--- src/design/utfd_pkg.sv ---
`default_nettype none
// ----------------------------------------------------------------------------
// utfd_pkg
// Shared types and constants for the UTF-8 byte decoder: byte class limits,
// payload masks and the decoder state record.
// ----------------------------------------------------------------------------
package utfd_pkg;

  localparam int unsigned ByteW = 8;
  localparam int unsigned CodeW = 21;
  localparam int unsigned CntW  = 2;
  localparam int unsigned ContW = 6;

  // Byte class boundaries
  localparam logic [ByteW-1:0] BYTE_ZERO    = 8'h00;
  localparam logic [ByteW-1:0] LEAD_INVALID = 8'hF8;
  localparam logic [ByteW-1:0] LEAD_FOUR    = 8'hF0;
  localparam logic [ByteW-1:0] LEAD_THREE   = 8'hE0;
  localparam logic [ByteW-1:0] LEAD_TWO     = 8'hC0;
  localparam logic [ByteW-1:0] ASCII_MAX    = 8'h7F;
  localparam logic [ByteW-1:0] CONT_MAX     = 8'hBF;

  // Payload masks
  localparam logic [ByteW-1:0] MASK_FOUR  = 8'h07;
  localparam logic [ByteW-1:0] MASK_THREE = 8'h0F;
  localparam logic [ByteW-1:0] MASK_TWO   = 8'h1F;
  localparam logic [ByteW-1:0] MASK_CONT  = 8'h3F;

  // Continuation counts per lead class
  localparam logic [CntW-1:0] NEED_FOUR  = 2'd3;
  localparam logic [CntW-1:0] NEED_THREE = 2'd2;
  localparam logic [CntW-1:0] NEED_TWO   = 2'd1;

  typedef struct packed {
    logic             in_sequence;
    logic [CntW-1:0]  needed_count;
    logic [CntW-1:0]  seen_count;
    logic [CodeW-1:0] accumulator;
  } utfd_state_t;

  localparam utfd_state_t STATE_RESET = '{
    in_sequence:  1'b0,
    needed_count: '0,
    seen_count:   '0,
    accumulator:  '0
  };

endpackage
`default_nettype wire

--- src/design/utfd_step.sv ---
`default_nettype none
// ----------------------------------------------------------------------------
// utfd_step
// Combinational decoder update: from the current state and one byte, forms
// the next state and the code point given out for that byte.
// ----------------------------------------------------------------------------
module utfd_step (
  input  utfd_pkg::utfd_state_t       state_cur,
  input  logic [utfd_pkg::ByteW-1:0]  byte_cur,
  output utfd_pkg::utfd_state_t       state_nxt,
  output logic [utfd_pkg::CodeW-1:0]  code_nxt
);
  import utfd_pkg::*;

  logic [CodeW-1:0] acc_shift;
  logic [CntW-1:0]  seen_inc;

  // Shift six payload bits into the accumulator, keep 21 bits
  assign acc_shift = {state_cur.accumulator[CodeW-ContW-1:0], byte_cur[ContW-1:0]};
  assign seen_inc  = state_cur.seen_count + CntW'(1);

  always_comb begin
    state_nxt = state_cur;
    code_nxt  = '0;
    priority if (byte_cur == BYTE_ZERO) begin
      // Clear the decoder
      state_nxt = STATE_RESET;
    end else if (!state_cur.in_sequence) begin
      state_nxt.accumulator = '0;
      priority if (byte_cur >= LEAD_INVALID) begin
        // Drop invalid lead
      end else if (byte_cur >= LEAD_FOUR) begin
        state_nxt.accumulator  = CodeW'(byte_cur & MASK_FOUR);
        state_nxt.needed_count = NEED_FOUR;
        state_nxt.seen_count   = '0;
        state_nxt.in_sequence  = 1'b1;
      end else if (byte_cur >= LEAD_THREE) begin
        state_nxt.accumulator  = CodeW'(byte_cur & MASK_THREE);
        state_nxt.needed_count = NEED_THREE;
        state_nxt.seen_count   = '0;
        state_nxt.in_sequence  = 1'b1;
      end else if (byte_cur >= LEAD_TWO) begin
        state_nxt.accumulator  = CodeW'(byte_cur & MASK_TWO);
        state_nxt.needed_count = NEED_TWO;
        state_nxt.seen_count   = '0;
        state_nxt.in_sequence  = 1'b1;
      end else if (byte_cur <= ASCII_MAX) begin
        // Pass ASCII straight through
        code_nxt = CodeW'(byte_cur);
      end else begin
        // Drop stray continuation byte
        state_nxt.seen_count = '0;
      end
    end else begin
      // Take a continuation byte; abort on a byte above the continuation range
      state_nxt.accumulator = acc_shift;
      state_nxt.seen_count  = seen_inc;
      priority if (byte_cur > CONT_MAX) begin
        state_nxt.in_sequence = 1'b0;
      end else if (seen_inc == state_cur.needed_count) begin
        state_nxt.in_sequence = 1'b0;
        code_nxt              = acc_shift;
      end else begin
        // Hold sequence open
      end
    end
  end

endmodule
`default_nettype wire

--- src/design/utf8_byte_decoder_core.sv ---
`default_nettype none
// ----------------------------------------------------------------------------
// utf8_byte_decoder_core
// Byte-stream UTF-8 decoder: one code point (or zero) per input byte.
// ----------------------------------------------------------------------------
// The decoder takes one byte per clock when not stalled and returns exactly
// one result per byte, in the cycle after the byte is accepted: the
// completed code point, or zero when no character finishes on that byte.
// A zero byte clears any sequence in progress. The rate is one byte per
// cycle while in_stall is low, set by the single register stage that updates
// the decoder state and the result register together; a new byte is accepted
// while a result waits, if the result register is free or is being taken in the same cycle.
module utf8_byte_decoder_core (
  input  logic                        clk,
  input  logic                        rst_n,
  input  logic                        in_valid,
  output logic                        in_stall,
  input  logic [utfd_pkg::ByteW-1:0]  in_byte_in,
  output logic                        out_valid,
  input  logic                        out_stall,
  output logic [utfd_pkg::CodeW-1:0]  out_code_point
);
  import utfd_pkg::*;

  utfd_state_t      state_r;
  utfd_state_t      state_nxt;
  logic [CodeW-1:0] code_nxt;
  logic [CodeW-1:0] out_code_r;
  logic             out_valid_r;
  logic             in_take;

  // Accept a transaction when the result register is free or draining
  assign in_stall = out_valid_r && out_stall;
  assign in_take  = in_valid && !in_stall;

  utfd_step u_step (
    .state_cur (state_r),
    .byte_cur  (in_byte_in),
    .state_nxt (state_nxt),
    .code_nxt  (code_nxt)
  );

  // Advance decoder state on each accepted transaction
  always_ff @(posedge clk) begin
    if (!rst_n) begin
      state_r <= STATE_RESET;
    end else if (in_take) begin
      state_r <= state_nxt;
    end
  end

  // Result valid flag
  always_ff @(posedge clk) begin
    if (!rst_n) begin
      out_valid_r <= 1'b0;
    end else if (in_take) begin
      out_valid_r <= 1'b1;
    end else if (!out_stall) begin
      out_valid_r <= 1'b0;
    end
  end

  // Result payload
  always_ff @(posedge clk) begin
    if (in_take) begin
      out_code_r <= code_nxt;
    end
  end

  assign out_valid      = out_valid_r;
  assign out_code_point = out_code_r;

endmodule
`default_nettype wire
--- config.mk ---
export PLATFORM = sky130hd
export DESIGN_NAME = utf8_byte_decoder_core
export DESIGN_NICKNAME = d
export VERILOG_FILES = /design/src/design/utfd_pkg.sv /design/src/design/utfd_step.sv /design/src/design/utf8_byte_decoder_core.sv
export SDC_FILE = /design/constraint.sdc
export NUM_CORES = 1
export LEC_CHECK = 0
export BUFFER_PORTS_ARGS = -buffer_cell sky130_fd_sc_hd__buf_4
export CORE_MARGIN = 4
export CORE_UTILIZATION = 57
export CTS_CLUSTER_DIAMETER = 100
export CTS_CLUSTER_SIZE = 24
export DETAILED_ROUTE_END_ITERATION = 16
export GPL_TIMING_DRIVEN = 0
export HOLD_SLACK_MARGIN = 0.05
export PLACE_DENSITY = 0.83
export SKIP_LAST_GASP = 1
export SLEW_MARGIN = 20
export SYNTH_ARGS = -nofsm -noshare
export SYNTH_HDL_FRONTEND = slang
export SYNTH_SLANG_ARGS = --single-unit
--- constraint.sdc ---
create_clock -name clk -period 3.8 [get_ports clk]
set_input_delay 0.76 -clock clk [delete_from_list [all_inputs] [get_ports clk]]
set_output_delay 0.76 -clock clk [all_outputs]
set_load 0.01 [all_outputs]
Word level (Yosys, flattened, before mapping). Cells that the tools add are included.

Bits in registers: 42. Output and inout bits: 23. Logic and storage cells: 49.

$add $sub $neg: 1. Magnitude comparators: 6. Equal/unequal tests: 6. Multiplexer cells: 23. Reductions and logical operators: 7.

Operators with widths (count): $mux 21 (7); $mux 26 (4); $ge 8x8->1 const B (4); $mux 23 (1); $gt 8x8->1 const B (1); $le 8x7->1 const B (1); $logic_not 8->1 (1); $mux 8 (1); $mux 2 (3); $ne 2x1->1 const B (3); $ne 6x2->1 const B (1); $mux 1 (5); $mux 5 (1); $reduce_and 4->1 (1); $reduce_bool 4->1 (1); $mux 3 (1); $ne 3x2->1 const B (1); $reduce_and 3->1 (1); $add 2x1->2 const B (1); $eq 2x2->1 (1); $logic_and 1x1->1 (2); $logic_not 1->1 (1).

Depth between registers and ports, before layout. Gate-level depths: netlist of run 1.

Depth in word-level cells: 8. Mapped depth: 6. Depth with buffers taken out: 4.

Modules after synthesis. Synthesis of run 1 repeated with hierarchy kept, for this count alone.

Cell total of the unflattened synthesis: 229. Area, all modules: 2403.6 um2.

Modules (own cells, without submodules): utf8_byte_decoder_core (instances 1, cells each 138, area each 1750.4 um2, sequential area each 1171.1 um2); utfd_step (instances 1, cells each 91, area each 653.1 um2, sequential area each 0.0 um2).

Least setup slack after synthesis of run 1. Ideal clock, no wire load.

Path type: input to register. Start: input in_valid. End: register state_r[3] (netlist name). Setup time: 0.117 ns. Data arrival time: 2.016 ns. Data required time: 3.683 ns. Slack: 1.666 ns. Stages: 5. Cells stage by stage: a21bo_2 clkbuf_1 inv_1 and3_1 a32o_1.

Longest elaborated chain between the ends: 1.

RTL lines: from (decl) (line utf8_byte_decoder_core.sv:16) `input logic in_valid,`; $logic_and 1x1->1 (line utf8_byte_decoder_core.sv:34) `assign in_take = in_valid && !in_stall;`; via in_take (line utf8_byte_decoder_core.sv:30) `logic in_take;`; to (signal assigned) (line utf8_byte_decoder_core.sv:48) `state_r <= state_nxt;`; to (decl) (line utf8_byte_decoder_core.sv:25) `utfd_state_t state_r;`.

The timed path passes the listed nets, and every way through them passes these cells. A chain may end at the register's enable or synchronous reset.

Worst setup path in the final report of run 1.
Start: input in_valid. End: register state_r[4] (netlist name).

The elaborated chain is that of the path after synthesis.

==> out/metrics.yaml, run 1 <==
insertion_delay_ps: 340
cp_top_family: "buffers and inverters"
io_pins: 35
end_kind: "flop"
n_antenna_cell: 0
synth_compound_area_share_pct: 14.8
hp-start: "state_r[24]$_SDFFE_PN0P_"
antenna_found_initial: 0
rsz0062_at_grt: "no"
rows: 19
power.density_nw_per_um2: 408
routed_via_density: 5.83
layout_common_cells: "buf_4, and2_1, edfxtp_1, dfxtp_1, nor2b_1"
worstMarginPinSlew_ps: 853
fp.dieArea_um2: 4010
hold_class: "reg -> reg"
synth_fa_ha_area_share_pct: 0
initial_core_util_pct: 61.6
syn2layout_area_growth_pct: 20.7
port_buffers: 33
post_cts.repair.setup_buffers: 0
post-place-ws_ps: 1200
worst-endpoint-required_ps: 4050
grtUsageTotal_pct: 19.7
slew-limit-headroom_pct: 43.1
critPathSlowestCell: "inv_1"
ctsRootBufferMaster: "clkbuf_4"
arrival_ps: 2460
drive_gt1_share_pct: 24.1
max_stage_delay_ps: 470
setup_violations: 0
path_max_fanout: 23
seq_area_frac_synth_pct: 60.3
finish.net_count: 198
synth_nets: 158
setup_slack_ps: 1590
drc_errors: 0
peakVddDrop_mv: 0.274
cts_buffers: 5
dp_hpwl_mm: 2.50
ys_types: 33
wire_per_inst_um: 16.1
h-tree-depth: 2
cap_violations: 0
cts_tree: "done"
clkTransAtPathRegs_ps: 120
p_leak_uw: 0.000814
worstSetupStartpoint: "in_valid"
post_cts_resize_count: 0
netlist_area_um2: 1740
cp-start-kind: "input pin"
die_y_um: 63.3
tns_ps: 0
hold_viol: 0
drv_slew: 0
r2r_slack_ps: 1780
syn_area_per_cell_um2: 11.9
skew_ps: 6.21
synth_top_family_by_area: "simple AND/OR/NAND/NOR gates"
chipWidth_um: 63.3
core_area_um2: 2830
endpoint: "state_r[4]$_SDFFE_PN0P_"
routed_wl_mm: 3.50
rr_worst_depth: 5
rr_startpoint: "out_valid$_SDFFE_PN0P_"
postSynthCellCount: 146
grt_overflow_total: 0
synth-xor-area-share_pct: 0.503
muxShareOfSynthArea_pct: 1.72
grt_max_degree: 24
cts_sinks: 42
crit_type: "in -> reg"
synthSimpleGateAreaFrac_pct: 20.0
hold_buffers: 0
clock_path_buffers: 2
dr.pass1.iters: 4
grt_pass1_vias: 1273
rr_endpoint: "state_r[4]$_SDFFE_PN0P_"
cp.buffers_inverters: 3
min_period_ps: 2210
routabilityCongestion: 0.983
path_depth: 6
vias: 1271
grt_pass1_wl_mm: 6.09
path_cells: "buf_4, a21bo_2, clkbuf_1, inv_1, and3_1, a32o_1"
drtAntennaViolNets: 0
postSynthRegisterBits: 42
fmax_mhz: 452
status: "completed"
drt_iter0_drc: 39
p_total_uw: 858
ys_warn_count: 0
layout_commonest_cell: "buf_4"
fin_crit_sh_pct: 58.2
state kept, by name (all words and copies together) (netlist names):
name / cells
out_code_point: 21
state_r: 20
out_valid: 1
cell families after synthesis:
group,count (synthesis)
flip-flops,42
AO/OA/AOI/OAI,33
multiplexers,3
XOR/XNOR,1
AND/OR/NAND/NOR,57
buffers and inverters,10
power by group:
group          switching, uW  internal, uW
Clock                    137           140
Combinational           46.2          36.0
Sequential              7.14           492
Total                    191           667
Yosys cell counts:
cell | n | share of area, %
inv_1 | 3 | 0.65
o211ai_1 | 1 | 0.43
edfxtp_1 | 21 | 36
and2_1 | 23 | 8.3
xor2_1 | 1 | 0.50
o21ai_0 | 5 | 1.4
a21bo_2 | 1 | 0.57
a21oi_1 | 4 | 1.1
nor4_4 | 1 | 1.2
a32o_1 | 2 | 1.1
o21a_1 | 1 | 0.43
nor4_2 | 1 | 0.72
a22oi_1 | 9 | 3.9
nand2_1 | 8 | 1.7
o2111ai_1 | 1 | 0.50
and3_1 | 2 | 0.72
buf_6 | 1 | 0.65
nand3_1 | 3 | 0.86
a211oi_1 | 1 | 0.43
a22o_1 | 4 | 2.0
buf_2 | 1 | 0.29
nor3_1 | 1 | 0.29
a21boi_0 | 2 | 0.86
nand4_1 | 2 | 0.72
nor2b_1 | 12 | 4.3
nor2_1 | 2 | 0.43
mux2i_1 | 3 | 1.7
or3_1 | 1 | 0.36
dfxtp_1 | 21 | 24
a31oi_1 | 1 | 0.36
and2b_1 | 1 | 0.43
clkbuf_1 | 5 | 1.1
a2111oi_4 | 1 | 1.6
worst reg2reg max path: stages, from the launching register on:
cell	delay (ps)
dfxtp_1	380
a21bo_2	140
clkbuf_1	290
inv_1	470
and3_1	400
a32o_1	260
final cells by class:
cell class                      count  area (um^2)
Buffer                              7         35.0
Clock buffer                        7         45.0
Clock inverter                      1         30.0
Fill cell                         196          724
Inverter                            3         11.3
Multi-Input combinational cell     94          646
Sequential cell                    42         1050
Tap cell                           31         38.8
Timing Repair Buffer               33          248
per-stage QoR:
step	std cells	util [%]	area, um^2	hold slack (ps)
2_1_floorplan	146	-	1740	444
3_3_place_gp	210	71.7	2030	459
3_5_place_dp	210	71.7	2030	462
4_1_cts	218	74.4	2100	480
5_1_grt	218	74.4	2100	522
6_report	218	74.4	2100	483
routing by layer:
metal | routed length [um] | GRT usage, % | share of wire, % | vias up
li1 | - | - | - | 609
met1 | 1330 | 22.3 | 38 | 617
met2 | 1920 | 35.3 | 55 | 40
met3 | 199 | 5.86 | 5.7 | 5
met4 | 46 | 6.47 | 1.3 | 0
met5 | 0 | 0 | 0 | -
worst min path at each step:
stage / cells after the start / slack, ps / to
after detailed placement: 2 / 460 / state_r[24]$_SDFFE_PN0P_
after floorplan: 2 / 440 / state_r[23]$_SDFFE_PN0P_
after global routing: 2 / 520 / state_r[5]$_SDFFE_PN0P_
after global placement: 2 / 460 / state_r[5]$_SDFFE_PN0P_
after CTS: 2 / 480 / state_r[24]$_SDFFE_PN0P_
final: 2 / 480 / state_r[24]$_SDFFE_PN0P_
Power figures use the tool's default switching activity.
==> run 2, diff against run 1 <==
--- a/config.mk
+++ b/config.mk
@@ -7,13 +7,13 @@
 export LEC_CHECK = 0
 export BUFFER_PORTS_ARGS = -buffer_cell sky130_fd_sc_hd__buf_4
 export CORE_MARGIN = 4
-export CORE_UTILIZATION = 57
+export CORE_UTILIZATION = 48
 export CTS_CLUSTER_DIAMETER = 100
 export CTS_CLUSTER_SIZE = 24
 export DETAILED_ROUTE_END_ITERATION = 16
 export GPL_TIMING_DRIVEN = 0
 export HOLD_SLACK_MARGIN = 0.05
-export PLACE_DENSITY = 0.83
+export PLACE_DENSITY = 0.75
 export SKIP_LAST_GASP = 1
 export SLEW_MARGIN = 20
 export SYNTH_ARGS = -nofsm -noshare
==> constraint.sdc (replaced) <==
create_clock -name clk -period 2 [get_ports clk]
set_input_delay 0.4 -clock clk [delete_from_list [all_inputs] [get_ports clk]]
set_output_delay 0.4 -clock clk [all_outputs]
set_load 0.01 [all_outputs]
==> run 2 against run 1 <==
Against the previous run: final cell count up 7.8%; global-route usage decreased by 3.6 points; via count fell by 0.55%; sequential share of layout area fell by 0.96 points; clock power is 91% higher.
==> out/metrics.yaml, run 2 (synthesis results as in run 1) <==
largest_register_ffs: 21
cap_violations: 0
slew-limit-headroom_pct: 61.8
drv_slew: 0
grtUsageTotal_pct: 16.1
antenna_found_initial: 0
initial_core_util_pct: 51.0
path_max_fanout: 6
switching_share_pct: 22.6
worstMarginPinSlew_ps: 568
rr_startpoint: "state_r[22]$_SDFFE_PN0P_"
clock_path_buffers: 2
port_buffers: 33
peakVddDrop_mv: 0.567
pwr-share-seq_pct: 57.8
p_total_uw: 1640
rr_endpoint: "out_code_point[5]$_SDFFCE_PN0P_"
setup_violations: 0
intPower_uw: 1270
dr.pass1.iters: 4
r2r_slack_ps: 160
hold_class: "in -> reg"
wire_per_inst_um: 14.5
hold_depth: 2
power.density_nw_per_um2: 763
whs_ps: 267
clkTransAtPathRegs_ps: 120
core_area_um2: 3420
finish.net_count: 200
syn2layout_area_growth_pct: 23.1
routed_wl_mm: 3.41
drive_gt1_share_pct: 25.9
h-tree-depth: 2
fmax_mhz: 543
rr_worst_depth: 4
status: "completed"
cp-start-kind: "flop"
switching_power_uw: 369
rsz0062_at_grt: "no"
power_frac_comb_pct: 9.9
fp.dieArea_um2: 4660
dp_hpwl_mm: 2.48
skew_ps: 7.21
vias: 1264
layout_common_cells: "buf_4, and2_1, edfxtp_1, dfxtp_1, nor2b_1"
hold_viol: 0
grt_pass1_wl_mm: 5.41
end_kind: "flop"
drtAntennaViolNets: 0
n_antenna_cell: 0
io_pins: 35
ctsRootBufferMaster: "clkbuf_4"
final_core_util_pct: 62.8
die_y_um: 68.3
layout_commonest_cell: "buf_4"
hold_end: "out_valid$_SDFFE_PN0P_"
chipWidth_um: 68.3
grt_overflow_total: 0
cts_buffers: 5
hp-start: "in_valid"
drt_iter0_drc: 59
cts_tree: "done"
fin_crit_sh_pct: 92.1
insertion_delay_ps: 350
tns_ps: 0
worst-endpoint-required_ps: 2120
crit_type: "reg -> reg"
routabilityCongestion: 0.844
grt_pass1_vias: 1185
grt_max_degree: 14
arrival_ps: 1960
clock_power_share_pct: 32.4
cts_sinks: 42
drc_errors: 0
min_period_ps: 1840
p_leak_uw: 0.000813
routed_via_density: 5.38
rows: 21
[run 2: what timing repair did]
action | in CTS | in global routing
setup buffers | 0 | 1
hold buffers | 0 | 0
setup endpoints to repair | 2 | 16
gates cloned | 1 | 0
resized for setup | 1 | 1
[run 2: area by class of cell]
cell class	count	area [um^2]
repair inverters	1	7.51
flip-flops and latches	42	1050
fillers	284	1270
multi-input cells	94	646
repair buffers	34	255
clock inverters	2	37.5
well taps	46	57.6
plain buffers	7	35.0
inverters	3	15.0
clock buffers	6	41.3
[run 2: through the flow]
| stage | cells | setup slack, ps | cell area, um^2 |
|---|---|---|---|
| floorplan | 146 | 226 | 1740 |
| global placement | 225 | -186 | 2050 |
| detailed placement | 225 | -227 | 2050 |
| CTS | 234 | 34.9 | 2140 |
| global route | 235 | 15.0 | 2150 |
| finish | 235 | 158 | 2150 |
[run 2: worst max path at each step]
stage | startpoint | to | slack, ps | depth (start not counted)
2_1_floorplan | in_valid | state_r[3]$_SDFFE_PN0P_ | 230 | 5
3_3_place_gp | in_valid | state_r[4]$_SDFFE_PN0P_ | -190 | 6
3_5_place_dp | in_valid | state_r[3]$_SDFFE_PN0P_ | -230 | 6
4_1_cts | out_valid$_SDFFE_PN0P_ | state_r[3]$_SDFFE_PN0P_ | 30 | 5
5_1_grt | state_r[22]$_SDFFE_PN0P_ | out_code_point[5]$_SDFFCE_PN0P_ | 10 | 4
6_report | state_r[22]$_SDFFE_PN0P_ | out_code_point[5]$_SDFFCE_PN0P_ | 160 | 4
[run 2: power by group through the flow]
| stage | Clock [uW] | Combinational, uW | Sequential, uW |
|---|---|---|---|
| 3_3_place_gp | 0 | 151 | 965 |
| 5_1_grt | 579 | 175 | 950 |
| 3_5_place_dp | 0 | 157 | 966 |
| 6_report | 530 | 161 | 946 |
| 2_1_floorplan | 0 | 63.7 | 977 |
| 4_1_cts | 535 | 159 | 946 |
[run 2: worst max-delay path: stages, from the launching register on]
cell	delay [ps]
dfxtp_1	410
xor2_1	210
mux2i_1	430
a21boi_0	310
and2_1	250
[run 2: per-layer routing]
metal / GRT usage (%) / routed length (um) / up-vias
met4: 8.19 / 61 / 0
met2: 28.4 / 1810 / 30
met3: 4.43 / 145 / 8
met5: 0 / 0 / -
met1: 17.4 / 1390 / 612
li1: - / - / 614
==> run 3, diff against run 2 <==
--- a/config.mk
+++ b/config.mk
@@ -5,6 +5,7 @@
 export SDC_FILE = /design/constraint.sdc
 export NUM_CORES = 1
 export LEC_CHECK = 0
+export ABC_AREA = 1
 export BUFFER_PORTS_ARGS = -buffer_cell sky130_fd_sc_hd__buf_4
 export CORE_MARGIN = 4
 export CORE_UTILIZATION = 48
==> run 3 against run 2 <==
Against the previous run: via count is 13% higher; critical path type unchanged; critical path depth is 1 lower; routed wire length is 2.8% lower; largest cell class unchanged; setup slack better by 190 ps; synthesized area is 3.1% higher; first-iteration DRC count is 37% higher; critical endpoint is now out_code_point[2]$_SDFFCE_PN0P_; core utilization is 1.5 points higher; final cell count is 29% higher.
==> out/metrics.yaml, run 3 <==
grtUsageTotal_pct: 14.7
top_layer: "met4"
ys_warn_count: 0
vias: 1427
ys_async_sr_fraction_pct: 0
skew_ps: 8.98
cts_buffers: 5
grt_pass1_vias: 1262
setup_violations: 0
drtAntennaViolNets: 0
initial_core_util_pct: 51.8
rows: 21
seq_area_frac_synth_pct: 58.5
postSynthCellCount: 215
layout.cells.non_filler: 304
path_max_fanout: 13
fp.dieArea_um2: 4790
antenna_found_initial: 0
die_y_um: 69.2
hold_depth: 3
r2r_slack_ps: 350
core_area_um2: 3470
ys_types: 19
endpoint: "out_code_point[2]$_SDFFCE_PN0P_"
postSynthRegisterBits: 42
synth_top_area_share_pct: 35.1
synth_nets: 227
status: "completed"
cap_violations: 0
grt_pass1_wl_mm: 5.66
rr_endpoint: "out_code_point[2]$_SDFFCE_PN0P_"
setup_slack_ps: 351
hold_class: "in -> reg"
worstSetupStartpoint: "out_valid$_SDFFE_PN0P_"
crit_type: "reg -> reg"
layout_commonest_cell: "nand2_1"
hold_buffers: 0
netlist_top_cells_count: "nand2_1, a21oi_1, nor2_1"
rsz0062_at_grt: "no"
peakVddDrop_mv: 0.331
slew-limit-headroom_pct: 63.0
met2_wirelength_mm: 1.59
cp-start-kind: "flop"
rr_worst_depth: 3
drc_errors: 0
finish.net_count: 269
synth_edf_count: 21
dr.pass1.iters: 5
wl_met3_um: 207
post-place-ws_ps: -145
routabilityCongestion: 0.829
syn_area_per_cell_um2: 8.36
grt_max_degree: 28
post_cts_resize_count: 0
synthTopCellsByArea: "edfxtp_1, dfxtp_1, nand2_1"
h-tree-depth: 2
arrival_ps: 1520
drv_slew: 0
drive_gt1_share_pct: 22.1
hold_viol: 0
yosysTopAreaCell: "edfxtp_1"
synth_most_common_cell: "nand2_1"
grt_overflow_total: 0
cts_tree: "done"
ctsRootBufferMaster: "clkbuf_8"
chipWidth_um: 69.2
largest_register_ffs: 21
fmax_mhz: 606
routed_wl_mm: 3.31
p_leak_uw: 0.000877
netlist_area_um2: 1800
wire_per_inst_um: 10.9
insertion_delay_ps: 290
n_antenna_cell: 0
dp_hpwl_mm: 2.32
end_kind: "flop"
clkTransAtPathRegs_ps: 80
min_period_ps: 1650
syn2layout_area_growth_pct: 24.2
worst-endpoint-required_ps: 1870
cts_sinks: 42
io_pins: 35
post_cts.repair.setup_buffers: 0
fin_crit_sh_pct: 82.5
wl_met1_mm: 1.45
routed_via_density: 4.69
place_inst: 295
power.density_nw_per_um2: 807
synth_top_flop_cell: "edfxtp_1"
rr_startpoint: "out_valid$_SDFFE_PN0P_"
worstMarginPinSlew_ps: 552
clock_path_buffers: 2
drt_iter0_drc: 81
port_buffers: 34
layout_common_cells: "nand2_1, buf_4, nor2_1, a21oi_1, inv_1"
## run 3: cell count changes after synthesis, moves of 9 or more
cell     previous run  this run
inv_1               3        24
nand2_1             8        65
a21oi_1             4        26
nor2_1              2        26
nor2b_1            12         0
a22oi_1             9         0
and2_1             23         0
## run 3: how the worst min path moves through the flow
| stage | start | end | slack, ps |
|---|---|---|---|
| global placement | state_r[12]$_SDFFE_PN0P_ | state_r[12]$_SDFFE_PN0P_ | 460 |
| CTS | rst_n | state_r[24]$_SDFFE_PN0P_ | 360 |
| floorplan | state_r[10]$_SDFFE_PN0P_ | state_r[10]$_SDFFE_PN0P_ | 450 |
| finish | rst_n | state_r[24]$_SDFFE_PN0P_ | 360 |
| detailed placement | state_r[9]$_SDFFE_PN0P_ | state_r[9]$_SDFFE_PN0P_ | 460 |
| global route | rst_n | state_r[22]$_SDFFE_PN0P_ | 370 |
## run 3: cells by family after synthesis
group | count (synthesis) | share of synthesized area (%)
AOI/OAI and AO/OA | 31 | 8.84
buffers and inverters | 34 | 8.01
DFF | 42 | 58.5
and+or+nand+nor | 108 | 24.7
## run 3: layout make-up
| class | count | area, um^2 |
|---|---|---|
| fill | 320 | 1240 |
| sequential | 42 | 1050 |
| multi-input combinational | 139 | 602 |
| timing repair buffer | 34 | 255 |
| inverter | 29 | 113 |
| clock buffer | 5 | 68.8 |
| tap | 46 | 57.6 |
| clock inverter | 3 | 43.8 |
| buffer | 5 | 35.0 |
| timing repair inverter | 1 | 5.00 |
## run 3: layer usage
layer	vias to the layer above	global-route usage, %
met5	-	0
met2	38	23.7
met1	618	18.3
li1	766	-
met3	5	4.35
met4	0	6.07
## run 3: worst max-delay path: stages, from the launching register on
cell	delay, ps
dfxtp_1	340
nand2_1	100
nand2_2	240
clkinvlp_2	550
## run 3: report_power, final
part / total, uW / switching (uW) / internal (uW) / leakage, uW
clock: 662 / 288 / 374 / 0.0000585
sequential: 950 / 12.3 / 938 / 0.000382
combinational: 188 / 113 / 75.1 / 0.000436
total: 1800 / 414 / 1390 / 0.000877
## run 3: metrics by stage
stage,cell area [um^2],setup TNS [ps],hold slack (ps),total power [uW],utilization [%]
after floorplan,1800,0,445,1070,-
after global placement,2110,-840,456,1150,60.8
after detailed placement,2110,-1430,457,1160,60.8
after CTS,2220,0,359,1820,64.1
after global routing,2230,0,370,1880,64.3
final,2230,0,364,1800,64.3
